**config.mk**
```make
export PLATFORM = sky130hd
export DESIGN_NAME = devicetree_struct_token_parser
export DESIGN_NICKNAME = d
export VERILOG_FILES = /design/src/rtl/core/dtsp_pkg.sv /design/src/rtl/core/dtsp_in_stage.sv /design/src/rtl/core/dtsp_walker.sv /design/src/rtl/core/dtsp_out_stage.sv /design/src/rtl/core/devicetree_struct_token_parser.sv
export SDC_FILE = /design/constraint.sdc
export NUM_CORES = 1
export LEC_CHECK = 0
export BUFFER_PORTS_ARGS = -buffer_cell sky130_fd_sc_hd__buf_2
export CAP_MARGIN = 20
export CORE_UTILIZATION = 55
export CTS_BUF_LIST = sky130_fd_sc_hd__clkbuf_8
export DETAILED_ROUTE_END_ITERATION = 8
export GPL_TIMING_DRIVEN = 0
export PLACE_DENSITY = 0.74
export SLEW_MARGIN = 20
export SYNTH_ARGS = -nofsm -noshare
export SYNTH_HDL_FRONTEND = slang
export SYNTH_SLANG_ARGS = --single-unit
```
**constraint.sdc**
```tcl
create_clock -name aclk -period 10.5 [get_ports aclk]
set_input_delay 2.625 -clock aclk [delete_from_list [all_inputs] [get_ports aclk]]
set_output_delay 2.625 -clock aclk [all_outputs]
set_load 0.02 [all_outputs]
```
**src/rtl/core/dtsp_pkg.sv**
```systemverilog
// ---------------------------------------------------------------------------
// dtsp_pkg
// Shared types, constants and helpers for the devicetree structure-block
// token parser.
// ---------------------------------------------------------------------------
`default_nettype none

package dtsp_pkg;

    // Blob address space in bytes, as a power of two (12..32)
    localparam int BLOB_BYTES_LOG2 = 24;
    localparam int BYTE_W          = BLOB_BYTES_LOG2;
    localparam int POS_W           = BLOB_BYTES_LOG2 - 2;
    localparam int OFF_EXT_W       = (BYTE_W > 24) ? BYTE_W : 24;
    // (2^24 - 1 + 3) >> 2 needs 23 bits
    localparam int SKIP_W          = 23;

    localparam logic [31:0] DTB_MAGIC      = 32'hD00D_FEED;
    localparam logic [31:0] TOK_BEGIN_NODE = 32'd1;
    localparam logic [31:0] TOK_END_NODE   = 32'd2;
    localparam logic [31:0] TOK_PROP       = 32'd3;
    localparam logic [31:0] TOK_NOP        = 32'd4;
    localparam logic [31:0] TOK_END        = 32'd9;

    localparam logic [1:0] KIND_PROP      = 2'd0;
    localparam logic [1:0] KIND_END       = 2'd1;
    localparam logic [1:0] KIND_HDR_ERR   = 2'd2;
    localparam logic [1:0] KIND_BAD_TOKEN = 2'd3;

    typedef enum logic [2:0] {
        PH_IDLE   = 3'd0,
        PH_HEADER = 3'd1,
        PH_SEEK   = 3'd2,
        PH_TOKEN  = 3'd3,
        PH_NAME   = 3'd4,
        PH_PLEN   = 3'd5,
        PH_PNAME  = 3'd6,
        PH_SKIP   = 3'd7
    } phase_t;

    typedef struct packed {
        logic        first_word;
        logic [31:0] blob_word;
    } in_item_t;

    typedef struct packed {
        logic [1:0]  kind;
        logic [23:0] node_name_offset;
        logic [23:0] prop_name_offset;
        logic [23:0] value_offset;
        logic [23:0] value_length;
    } out_item_t;

    typedef struct packed {
        logic      valid;
        out_item_t item;
    } walk_res_t;

    // Low 24 bits of a blob byte offset, zero-extended for small blobs
    function automatic logic [23:0] off24(input logic [BYTE_W-1:0] x);
        logic [OFF_EXT_W-1:0] t;
        t = OFF_EXT_W'(x);
        return t[23:0];
    endfunction

    function automatic logic offset_bad(input logic [31:0] off);
        return (off < 32'd16) || (off[1:0] != 2'b00);
    endfunction

    function automatic logic has_zero_byte(input logic [31:0] w);
        return (w[31:24] == 8'h00) || (w[23:16] == 8'h00) ||
               (w[15:8] == 8'h00) || (w[7:0] == 8'h00);
    endfunction

endpackage

`default_nettype wire

```
**src/rtl/core/dtsp_in_stage.sv**
```systemverilog
// ---------------------------------------------------------------------------
// dtsp_in_stage
// Input register: captures one blob word transaction and holds it until
// the walker consumes it.
// ---------------------------------------------------------------------------
`default_nettype none

module dtsp_in_stage
    import dtsp_pkg::*;
(
    input  wire logic     aclk,
    input  wire logic     aresetn,
    input  wire logic     s_valid,
    output logic          s_ready,
    input  wire in_item_t s_item,
    input  wire logic     consume,
    output logic          item_valid,
    output in_item_t      item
);

    logic     in_valid_reg, in_valid_next;
    in_item_t in_item_reg;

    assign s_ready    = !in_valid_reg || consume;
    assign item_valid = in_valid_reg;
    assign item       = in_item_reg;

    always_comb begin
        in_valid_next = in_valid_reg;
        if (s_ready) begin
            in_valid_next = s_valid;
        end
    end

    always_ff @(posedge aclk) begin
        if (!aresetn) begin
            in_valid_reg <= 1'b0;
        end else begin
            in_valid_reg <= in_valid_next;
        end
        if (s_valid && s_ready) begin
            in_item_reg <= s_item;
        end
    end

endmodule

`default_nettype wire

```
**src/rtl/core/dtsp_walker.sv**
```systemverilog
// ---------------------------------------------------------------------------
// dtsp_walker
// Parser state and per-word decode: header check, seek to the structure
// block, token walk and value skipping.
// ---------------------------------------------------------------------------
`default_nettype none

module dtsp_walker
    import dtsp_pkg::*;
(
    input  wire logic     aclk,
    input  wire logic     aresetn,
    input  wire logic     fire,
    input  wire in_item_t item,
    output walk_res_t     res
);

    phase_t              phase_reg, phase_next;
    logic [POS_W-1:0]    word_pos_reg, word_pos_next;
    logic [BYTE_W-1:0]   struct_start_reg, struct_start_next;
    logic [BYTE_W-1:0]   strings_start_reg, strings_start_next;
    logic [BYTE_W-1:0]   node_off_reg, node_off_next;
    logic [23:0]         pend_len_reg, pend_len_next;
    logic [SKIP_W-1:0]   skip_reg, skip_next;

    phase_t              ph;
    logic [POS_W-1:0]    pos;
    logic [BYTE_W-1:0]   byte_pos;
    logic [BYTE_W-1:0]   next_byte_pos;
    logic [31:0]         w;
    logic                at_token;
    logic [24:0]         len_round;
    logic [SKIP_W-1:0]   skip_calc;

    always_comb begin
        w             = item.blob_word;
        // a first word restarts the parser on this very word
        pos           = item.first_word ? '0 : word_pos_reg;
        ph            = item.first_word ? PH_HEADER : phase_reg;
        byte_pos      = {pos, 2'b00};
        next_byte_pos = {pos + POS_W'(1), 2'b00};
        at_token      = (ph == PH_TOKEN) ||
                        ((ph == PH_SEEK) && (byte_pos == struct_start_reg));
        // value words, rounded up; the sum needs one bit above the length
        len_round     = {1'b0, pend_len_reg} + 25'd3;
        skip_calc     = len_round[24:2];

        phase_next         = ph;
        word_pos_next      = pos + POS_W'(1);
        struct_start_next  = struct_start_reg;
        strings_start_next = strings_start_reg;
        node_off_next      = node_off_reg;
        pend_len_next      = pend_len_reg;
        skip_next          = skip_reg;
        res                = '0;

        unique case (ph)
            PH_HEADER: begin
                if (pos == POS_W'(0)) begin
                    if (w != DTB_MAGIC) begin
                        res.valid     = 1'b1;
                        res.item.kind = KIND_HDR_ERR;
                        phase_next    = PH_IDLE;
                    end
                end else if (pos == POS_W'(2)) begin
                    struct_start_next = offset_bad(w) ? '0 : BYTE_W'(w);
                end else if (pos == POS_W'(3)) begin
                    if (offset_bad(w) || (struct_start_reg == '0)) begin
                        res.valid     = 1'b1;
                        res.item.kind = KIND_HDR_ERR;
                        phase_next    = PH_IDLE;
                    end else begin
                        strings_start_next = BYTE_W'(w);
                        phase_next         = PH_SEEK;
                    end
                end
            end
            PH_NAME: begin
                if (has_zero_byte(w)) begin
                    phase_next = PH_TOKEN;
                end
            end
            PH_PLEN: begin
                pend_len_next = w[23:0];
                phase_next    = PH_PNAME;
            end
            PH_PNAME: begin
                res.valid                 = 1'b1;
                res.item.kind             = KIND_PROP;
                res.item.node_name_offset = off24(node_off_reg);
                res.item.prop_name_offset = off24(strings_start_reg) + w[23:0];
                res.item.value_offset     = off24(next_byte_pos);
                res.item.value_length     = pend_len_reg;
                skip_next                 = skip_calc;
                phase_next = (skip_calc == '0) ? PH_TOKEN : PH_SKIP;
            end
            PH_SKIP: begin
                if (skip_reg != '0) begin
                    skip_next = skip_reg - SKIP_W'(1);
                end
                if (skip_reg <= SKIP_W'(1)) begin
                    phase_next = PH_TOKEN;
                end
            end
            PH_IDLE, PH_SEEK, PH_TOKEN: begin
            end
            default: begin
            end
        endcase

        // seek falls into the token decode on the structure block's first word
        if (at_token) begin
            phase_next = PH_TOKEN;
            priority if (w == TOK_BEGIN_NODE) begin
                node_off_next = next_byte_pos;
                phase_next    = PH_NAME;
            end else if (w == TOK_PROP) begin
                phase_next = PH_PLEN;
            end else if ((w == TOK_NOP) || (w == TOK_END_NODE)) begin
                phase_next = PH_TOKEN;
            end else if (w == TOK_END) begin
                res.valid     = 1'b1;
                res.item.kind = KIND_END;
                phase_next    = PH_IDLE;
            end else begin
                res.valid     = 1'b1;
                res.item.kind = KIND_BAD_TOKEN;
                phase_next    = PH_IDLE;
            end
        end

        res.valid = res.valid && fire;
    end

    always_ff @(posedge aclk) begin
        if (!aresetn) begin
            phase_reg         <= PH_IDLE;
            word_pos_reg      <= '0;
            struct_start_reg  <= '0;
            strings_start_reg <= '0;
            node_off_reg      <= '0;
            pend_len_reg      <= '0;
            skip_reg          <= '0;
        end else if (fire) begin
            phase_reg         <= phase_next;
            word_pos_reg      <= word_pos_next;
            struct_start_reg  <= struct_start_next;
            strings_start_reg <= strings_start_next;
            node_off_reg      <= node_off_next;
            pend_len_reg      <= pend_len_next;
            skip_reg          <= skip_next;
        end
    end

endmodule

`default_nettype wire

```
**src/rtl/core/dtsp_out_stage.sv**
```systemverilog
// ---------------------------------------------------------------------------
// dtsp_out_stage
// Result register: holds one result transaction until the sink takes it.
// ---------------------------------------------------------------------------
`default_nettype none

module dtsp_out_stage
    import dtsp_pkg::*;
(
    input  wire logic      aclk,
    input  wire logic      aresetn,
    input  wire logic      load,
    input  wire walk_res_t res,
    output logic           out_free,
    output logic           m_valid,
    input  wire logic      m_ready,
    output out_item_t      m_item
);

    logic      out_valid_reg, out_valid_next;
    out_item_t out_item_reg;

    assign out_free = !out_valid_reg || m_ready;
    assign m_valid  = out_valid_reg;
    assign m_item   = out_item_reg;

    always_comb begin
        out_valid_next = out_valid_reg;
        if (out_free) begin
            out_valid_next = load && res.valid;
        end
    end

    always_ff @(posedge aclk) begin
        if (!aresetn) begin
            out_valid_reg <= 1'b0;
        end else begin
            out_valid_reg <= out_valid_next;
        end
        if (out_free && load && res.valid) begin
            out_item_reg <= res.item;
        end
    end

endmodule

`default_nettype wire

```
**src/rtl/core/devicetree_struct_token_parser.sv**
```systemverilog
// Path: each word is held in the input register and its result in the result register.
// Throughput: one blob word per cycle; the only stall is a held result
//   register, which stops the walker stage while m_ready is low.
// Reset: aresetn (synchronous, active low) empties both registers and puts
//   the parser idle with all offsets zero; words wait for a first_word.
// ---------------------------------------------------------------------------
// devicetree_struct_token_parser
// Walks the structure block of a flattened devicetree blob streamed one
// big-endian word per transaction and reports properties, end and errors.
// ---------------------------------------------------------------------------
`default_nettype none

module devicetree_struct_token_parser
    import dtsp_pkg::*;
(
    input  wire logic     aclk,
    input  wire logic     aresetn,
    input  wire logic     s_valid,
    output logic          s_ready,
    input  wire in_item_t s_item,
    output logic          m_valid,
    input  wire logic     m_ready,
    output out_item_t     m_item
);

    logic      item_valid;
    in_item_t  item;
    logic      out_free;
    logic      fire;
    walk_res_t res;

    assign fire = item_valid && out_free;

    dtsp_in_stage u_in (
        .aclk       (aclk),
        .aresetn    (aresetn),
        .s_valid    (s_valid),
        .s_ready    (s_ready),
        .s_item     (s_item),
        .consume    (out_free),
        .item_valid (item_valid),
        .item       (item)
    );

    dtsp_walker u_walk (
        .aclk    (aclk),
        .aresetn (aresetn),
        .fire    (fire),
        .item    (item),
        .res     (res)
    );

    dtsp_out_stage u_out (
        .aclk     (aclk),
        .aresetn  (aresetn),
        .load     (fire),
        .res      (res),
        .out_free (out_free),
        .m_valid  (m_valid),
        .m_ready  (m_ready),
        .m_item   (m_item)
    );

endmodule

`default_nettype wire

```
==> metrics.txt <==
setup TNS=0 ns; Synth area leaders=edfxtp_1 (29%), dfxtp_1 (22%), nand2_1 (4.7%); max_cap viols=0; Synthesis Warnings=0; total detailed-routing wirelength=35.5 mm; leading area contributor after synthesis=edfxtp_1; dpl ws=4.64 ns; top sig layer=met4; Top Ports=137; Main synth FF type=dfxtp_1; reg2reg setup slack=6.25 ns; initial antenna violation count=0; Leakage Power=5.80 nW; clk buf depth=3; clock network power share=41.8%; Slew HR=28.0%; met2 WL=15.6 mm; metal3 WL=2.76 mm; synth-to-layout area growth=15.9%; post-CTS setup buffer count=0; Clk Latency, worst-skew pair=0.56 ns; Tot GR Track Use=29.1%; Worst Tran Pin Value=1.06 ns; Crit path required time=7.88 ns; First-pass DRT Iterations=5; RSZ-0062 raised after global routing=false; number of routed nets with antenna violations=0; total gr overflow=0; power per cell area=142 mW/mm^2; Fillers=2036; Reg2Reg Launch Point=u_in.item[32]; CTS tree=built; VDD IR-drop max=0.107 mV; post-route setup slack=4.65 ns; Avg Cell Area, Syn=9.50 sq um; largest net degree at the start of global routing=34; drt drc=0; vias per cell=5.77; root buf cell=clkbuf_8; FP Rows=56; met1 wire length=15.9 mm; Vias=11100; Detailed Place HPWL=25.8 mm; layout cell share with drive strength beyond 1=14.8%; Seq pwr share=52.5%; Core ar.=0.0235 sq mm; H-tree depth=2; cts bufs inserted=44; Arrival @ worst endpoint=3.22 ns; Sw Ratio=24.1%; Sink Count=271; Seq/Total Area, Yosys=50.6%; Hold Path Stages=2; Routed WL per cell=18.3 um; Switch Pwr=0.527 mW; FF+latch area=0.00670 sq mm; Worst Setup End Kind=primary output; number of global-route vias before repair=10400; CTS Hold Buffers Added=0; post-synthesis register bit count=271; Startpoint Class=input port; period utilization=55.7%; Logic pwr share=5.7%; Max Slew Vio Count=0; hold crit path type=register to register; IO buf count=132; Critical R2R Capture=u_out.m_item[44]; status=finished, final reports clean; chip width=157 um; min-delay src=u_walk.node_off_reg[10]; GP Congestion=0.973; hold_ws=0.456 ns; EDFF count, synth=127; final core utilization=65.1%; initial drt markers=932; Die Ht=157 um; post_cts resized=0; post-synthesis cell area=0.0132 sq mm; Worst-path clk slew=0.06 ns; die area=0.0247 sq mm; Worst R2R Path Depth=13; Distinct cells, synth=69; f_max=171 MHz; ys async rst share=0%; min Tclk post-route=5.85 ns; CP max FO=3; clock skew=0.0189 ns; number of diodes=0; Final nets=1645; Initial Utilization=56.2%; multi-input logic area=0.00611 sq mm; Post-Synthesis Cells=1393; total power=2.18 mW; final setup fails=0; Synth top area share=28.8%; Crit Path Class=input port to primary output; first-pass GRT wire length=55.5 mm; Hold Violations, Final=0; Hold EP=u_walk.node_off_reg[10]; max reg flops=94; Internal=1.66 mW
[cells in the mapped netlist, types with 4 or more instances]
library cell	instances
a31o_2	4
a211oi_1	10
xor2_1	25
inv_1	25
ha_1	28
nor4bb_1	5
nor2_1	148
or2_2	9
or3_1	11
and4_1	5
a31oi_1	11
a21oi_1	95
nand4_1	19
mux2i_1	46
and3_1	15
nor4_1	27
xnor2_1	39
dfxtp_1	144
buf_4	6
clkbuf_1	73
o22ai_1	7
o21ai_0	76
edfxtp_1	127
or4_1	6
and2_1	53
nor2b_1	14
a21o_1	4
nand2b_1	11
a22oi_1	29
o211ai_1	9
nand3_1	40
nor3_1	37
o21a_1	6
nand2_1	167
[through the flow]
stage | area (sq um) | instances
2_1_floorplan | 13200 | 1396
3_3_place_gp | 14300 | 1847
3_5_place_dp | 14400 | 1852
4_1_cts | 15300 | 1933
5_1_grt | 15300 | 1933
6_report | 15300 | 1933
[cell families after synthesis]
group           count (synthesis)  synth area share (%)
flops                         271                  50.6
mux                            46                  3.48
simple gates                  588                  22.1
buf+inv                       111                  3.46
fa+ha+maj                      29                  2.80
other cells                     1                0.0283
xor+xnor                       64                  4.24
compound gates                283                  13.3
[power groups by stage]
stage | sequential (mW) | clock, mW | combinational (mW)
4_1_cts | 1.15 | 0.927 | 0.123
5_1_grt | 1.15 | 0.967 | 0.133
6_report | 1.15 | 0.912 | 0.124
2_1_floorplan | 1.18 | 0 | 0.0581
3_3_place_gp | 1.17 | 0 | 0.114
3_5_place_dp | 1.17 | 0 | 0.123
[area by class of cell]
cell class,instances,share of cell area [%]
buffer,86,2.38
clock inverter,27,0.922
multi-input combinational,1014,39.8
timing repair buffer,137,5.13
clock buffer,54,4.85
tap,319,2.60
inverter,25,0.612
sequential,271,43.7
[worst max-delay path: stages]
cell	delay [ns]
buf_2	0.12
nor2b_1	0.18
nand2_1	0.12
buf_2	0.17
[routing by layer]
layer / GRT usage (%) / up-vias
met5: 0 / -
met4: 10.8 / 0
met3: 6.28 / 81
met2: 45.7 / 480
met1: 39.3 / 5190
li1: - / 5396
[how the worst max path moves through the flow]
stage,startpoint,end,slack [ns],cells past startpoint
6_report,m_ready,s_ready,4.65,4
5_1_grt,m_ready,s_ready,4.59,4
4_1_cts,m_ready,s_ready,4.64,4
3_5_place_dp,m_ready,s_ready,4.64,4
3_3_place_gp,m_ready,u_out.m_item[44],-0.60,6
2_1_floorplan,m_ready,u_out.m_item[0],1.90,5
[cell usage in the layout (no fill, tap or decap), drive strengths merged, types with 38 or more instances in the layout]
cell type	count
dfxtp	144
nor3	38
mux2i	46
clkbuf	127
xnor2	39
o21ai	76
and2	53
nor2	148
a21oi	95
nand3	41
inv	38
edfxtp	127
nand2	167
buf	150
Power figures use the tool's default switching activity.
